[config.mk]
export PLATFORM = sky130hd
export DESIGN_NAME = r2b_ctrl
export DESIGN_NICKNAME = d
export VERILOG_FILES = /design/src/hdl/r2b_pkg.sv /design/src/hdl/r2b_ctrl.sv
export VERILOG_INCLUDE_DIRS = /design/src /design/src/hdl
export SDC_FILE = /design/constraint.sdc
export NUM_CORES = 1
export LEC_CHECK = 0
export ABC_AREA = 1
export BUFFER_PORTS_ARGS = -buffer_cell sky130_fd_sc_hd__buf_2
export CORE_AREA = 2 2 39 41
export CTS_CLUSTER_DIAMETER = 200
export DETAILED_ROUTE_END_ITERATION = 6
export DIE_AREA = 0 0 41 43
export SKIP_CTS_REPAIR_TIMING = 1
export SYNTH_ARGS = -nofsm -noshare
export SYNTH_HDL_FRONTEND = slang
export SYNTH_SLANG_ARGS = --single-unit
export TNS_END_PERCENT = 30
[constraint.sdc]
create_clock -name i_clk -period 1.7 [get_ports i_clk]
set_input_delay 0.255 -clock i_clk [delete_from_list [all_inputs] [get_ports i_clk]]
set_output_delay 0.255 -clock i_clk [all_outputs]
set_load 0.03 [all_outputs]
[src/hdl/raster_to_block_reorder_assert.svh]
// ---------------------------------------------------------------------------
// Assertion macros for the raster-to-block reorder
// Shared property forms, clocked on i_clk and disabled while i_rst_n is low.
// ---------------------------------------------------------------------------
`ifndef RASTER_TO_BLOCK_REORDER_ASSERT_SVH
`define RASTER_TO_BLOCK_REORDER_ASSERT_SVH

// The consequent must hold in the same cycle as the antecedent.
`define R2B_ASSERT_SAME(label, ante, cons, msg) \
    label: assert property (@(posedge i_clk) disable iff (!i_rst_n) \
        (ante) |-> (cons)) else $error(msg);

// The consequent must hold in the cycle after the antecedent.
`define R2B_ASSERT_NEXT(label, ante, cons, msg) \
    label: assert property (@(posedge i_clk) disable iff (!i_rst_n) \
        (ante) |=> (cons)) else $error(msg);

`endif

[src/hdl/r2b_pkg.sv]
// ---------------------------------------------------------------------------
// r2b_pkg
// Types and constants shared by the raster-to-block reorder modules.
// ---------------------------------------------------------------------------
`default_nettype none

package r2b_pkg;

    localparam int MAX_BLOCKS_PER_LINE = 256;
    localparam int BLK_W               = $clog2(MAX_BLOCKS_PER_LINE);
    localparam int COL_W               = BLK_W + 3;
    localparam int LEN_W               = COL_W + 1;
    localparam int ROW_W               = 3;
    localparam int ADDR_W              = ROW_W + COL_W;
    localparam int STORE_DEPTH         = 1 << ADDR_W;
    localparam int CFG_W               = 9;
    localparam int PIX_W               = 8;
    localparam int IDX_W               = 8;
    localparam int BLK_ITEMS           = 64;
    localparam int ITEM_W              = $clog2(BLK_ITEMS);

    localparam logic [CFG_W-1:0]  LINE_BLOCKS_RESET = CFG_W'(80);
    localparam logic [CFG_W-1:0]  LINE_BLOCKS_MAX   = CFG_W'(MAX_BLOCKS_PER_LINE);
    localparam logic [ITEM_W-1:0] LAST_ITEM         = ITEM_W'(BLK_ITEMS - 1);
    localparam logic [ROW_W-1:0]  LAST_ROW          = ROW_W'(7);

    typedef enum logic {
        ST_INPUT,
        ST_EMIT
    } t_state;

    // Controller to datapath.
    typedef struct packed {
        logic              accept;
        logic              rd_en;
        logic [ITEM_W-1:0] rd_idx;
    } t_cmd;

    // Datapath to controller.
    typedef struct packed {
        logic block_done;
        logic out_busy;
    } t_status;

endpackage

`default_nettype wire

[src/hdl/r2b_ctrl.sv]
// ---------------------------------------------------------------------------
// r2b_ctrl
// Sequencer: takes pixels, then walks the 64 reads of a completed block.
// ---------------------------------------------------------------------------
`default_nettype none

module r2b_ctrl (
    input  wire logic            i_clk,
    input  wire logic            i_rst_n,
    input  wire logic            i_s_tvalid,
    output logic                 o_s_tready,
    input  wire r2b_pkg::t_status i_status,
    output r2b_pkg::t_cmd        o_cmd
);
    import r2b_pkg::*;

    t_state            r_state, n_state;
    logic [ITEM_W-1:0] r_item, n_item;

    always_ff @(posedge i_clk) begin
        if (!i_rst_n) begin
            r_state <= ST_INPUT;
            r_item  <= '0;
        end else begin
            r_state <= n_state;
            r_item  <= n_item;
        end
    end

    always_comb begin
        n_state       = r_state;
        n_item        = r_item;
        o_s_tready    = 1'b0;
        o_cmd.accept  = 1'b0;
        o_cmd.rd_en   = 1'b0;
        o_cmd.rd_idx  = r_item;
        unique case (r_state)
            ST_INPUT: begin
                o_s_tready   = 1'b1;
                o_cmd.accept = i_s_tvalid;
                if (i_s_tvalid && i_status.block_done) begin
                    n_state = ST_EMIT;
                end
            end
            ST_EMIT: begin
                // A read is issued only when the output register can take its data.
                o_cmd.rd_en = !i_status.out_busy;
                if (!i_status.out_busy) begin
                    if (r_item == LAST_ITEM) begin
                        n_item  = '0;
                        n_state = ST_INPUT;
                    end else begin
                        n_item = r_item + 1'b1;
                    end
                end
            end
            default: begin
                n_state = ST_INPUT;
            end
        endcase
    end

    `include "raster_to_block_reorder_assert.svh"

    `R2B_ASSERT_NEXT(a_last_read_returns, o_cmd.rd_en && (r_item == LAST_ITEM), r_state == ST_INPUT && r_item == '0, "sequencer did not return to input after the last read")
    `R2B_ASSERT_NEXT(a_done_starts_emit, o_cmd.accept && i_status.block_done, r_state == ST_EMIT && r_item == '0, "completed block did not start an emit pass")

endmodule

`default_nettype wire

==> metrics.txt <==
number of enable flip-flop cells after synthesis=0; Fmax=764 MHz; CP peak stage delay=410 ps; P per Cell Area=758 nW/um^2; Critical Path Slowest Stage Cell=dfxtp_1; fraction of layout cells with a size suffix above 1=0.297; final hold vios=0; Yosys reg bits=7; Die W=41 um; detailed placement HPWL=654 um; fin crit share=0.770; Final Critical Period=1310 ps; HP Class=in -> reg; Critical Path Start=r_state; Slew HR=0.866; crit-path cells=nand2_4, inv_4, buf_2; htree depth=1; Max Cap Viol=0; Yosys Warn Count=0; TritonCTS clock tree=yes; Worst path depth=3; iteration-0 DRC count of the detailed router=7; Max clock buf depth=2; Main synth FF type=dfxtp_1; R2R Setup Slk=500 ps; Leak=0.246 nW; unrepaired setup endpoints after global routing=no; Mapped Nets=63; grt ovf=0; Overall Power=375 uW; Async SR Flop Fraction=0; gr usage total=0.115; post-detailed-route count of antenna-violating nets=0; Slew Viols, Final=0; cell with the most instances after synthesis=nand2_1; setup TNS=0 ps; clock sink count=7; IO Count=14; Core Box Area=1380 sq um; Vias per Instance=4.56; CTS Buf Count=3; critical path startpoint category=flop; area of the die=1760 sq um; first-pass GRT wire length=1.36 mm; Slew @ Worst Pin=201 ps; row count=14; initial antenna violation count=0; Yosys top cell area share=0.366; post-DR wirelength/cell=9.21 um; mapped cell area=383 sq um; post-synth top area cell=dfxtp_1; fin area=494 sq um; WP buf/inv=2; outcome=complete, no violations; Seq/Total Area, Yosys=0.366; nets=81; worst path required time=1440 ps; Placed Area=468 sq um; VDD IR max=0.274 mV; reg2reg path depth=6; Avg Inst Size Synth=6.72 sq um; die height=43 um; final core occ=0.357; vias=410; crit path DAT=1050 ps; worst-path fanout max=7; skew final=5.32 ps; critical path type=reg -> out; Setup crit end=o_cmd[6]; RePlAce Congestion=0.707; Layout area overhead=29.1%; DRT Wirelength=829 um; Cell variety after synth=16; top cells by count, synth=nand2_1 (13), nor2_1 (11), inv_1 (9), dfxtp_1 (7), nand3_1 (5); Final setup viols=0; Root Buffer=clkbuf_4; end of the worst register-to-register path=r_item[3]; largest net degree at the start of global routing=8; Synth area leaders=dfxtp_1 (37%), nand2_1 (13%), nor2_1 (11%); Crit path max-delay family=flip-flops; worst r2r src=r_item[0]; clock transition at the registers of the reported paths=50 ps; Clock Latency Late Sink=250 ps; drt first pass iters=4; effective utilization at floorplan=0.277; Cells after Synth=57; ant diodes=0; Worst Setup End Kind=output pin; Port Buffer Count=13; DRC=0; vias in the first global route=338
-- metal layers --
layer  share of wire  vias to the layer above  wire length, um  global-route usage
li1                -                      209                -                   -
met1            0.44                      178              362               0.147
met2            0.45                       21              377               0.159
met3           0.098                        2               81              0.0628
met4          0.0097                        0                8              0.0400
met5               0                        -                0                   0
-- power by group --
| group | switching, mW | internal [mW] |
|---|---|---|
| clock network | 0.0626 | 0.0896 |
| registers | 0.00605 | 0.169 |
| logic | 0.0323 | 0.0156 |
| total | 0.101 | 0.274 |
-- logic make-up after synthesis --
group                    after synthesis  synth area share
AND/OR/NAND/NOR                       34             0.415
XOR/XNOR                               1            0.0229
buffers and inverters                 10             0.105
flip-flops                             7             0.366
AO/OA/AOI/OAI                          4            0.0588
adder cells (fa/ha/maj)                1            0.0327
-- cell type report --
cell class                 instances  area, sq um
inverter                          10         40.0
clock buffer                       4         26.3
fill                             167          890
multi-input combinational         40          203
timing repair buffer              13         65.1
sequential                         7          140
tap                               16         20.0
-- flip-flops by register name, indices dropped and copies added (netlist names) --
name and flops:
r_item 6, r_state 1
-- tightest hold or removal path, cell delays in order --
cell,delay (ps)
buf_2,100
nand2_1,50
a21oi_1,50
-- stage by stage --
stage                     hold slack, ps  std cells  setup WS (ps)
after global routing                 279         90            321
after detailed placement             517         86            550
after global placement               516         86            561
after CTS                            257         90            376
after floorplan                      376         57            419
final                                258         90            391
-- how the worst min path moves through the flow --
stage / depth (start not counted) / end / from
final: 3 / r_state / i_status[1]
after global routing: 3 / r_state / i_status[1]
after CTS: 3 / r_state / i_status[1]
after detailed placement: 3 / r_state / i_status[1]
after global placement: 3 / r_state / i_status[1]
after floorplan: 2 / r_item[4] / i_rst_n
-- cells in the final DEF (no fill, tap or decap) --
cell type,n
clkbuf_4,3
nand2_4,1
nor3_2,1
nand2_1,13
nor2_2,1
dfxtp_1,7
buf_2,13
inv_1,9
clkbuf_1,1
inv_4,1
o21ai_0,2
nor2_1,11
xor2_1,1
nand3_1,5
a21oi_1,1
o21bai_1,1
nand2_2,1
ha_1,1
nand3_2,1
Power figures use the tool's default switching activity.
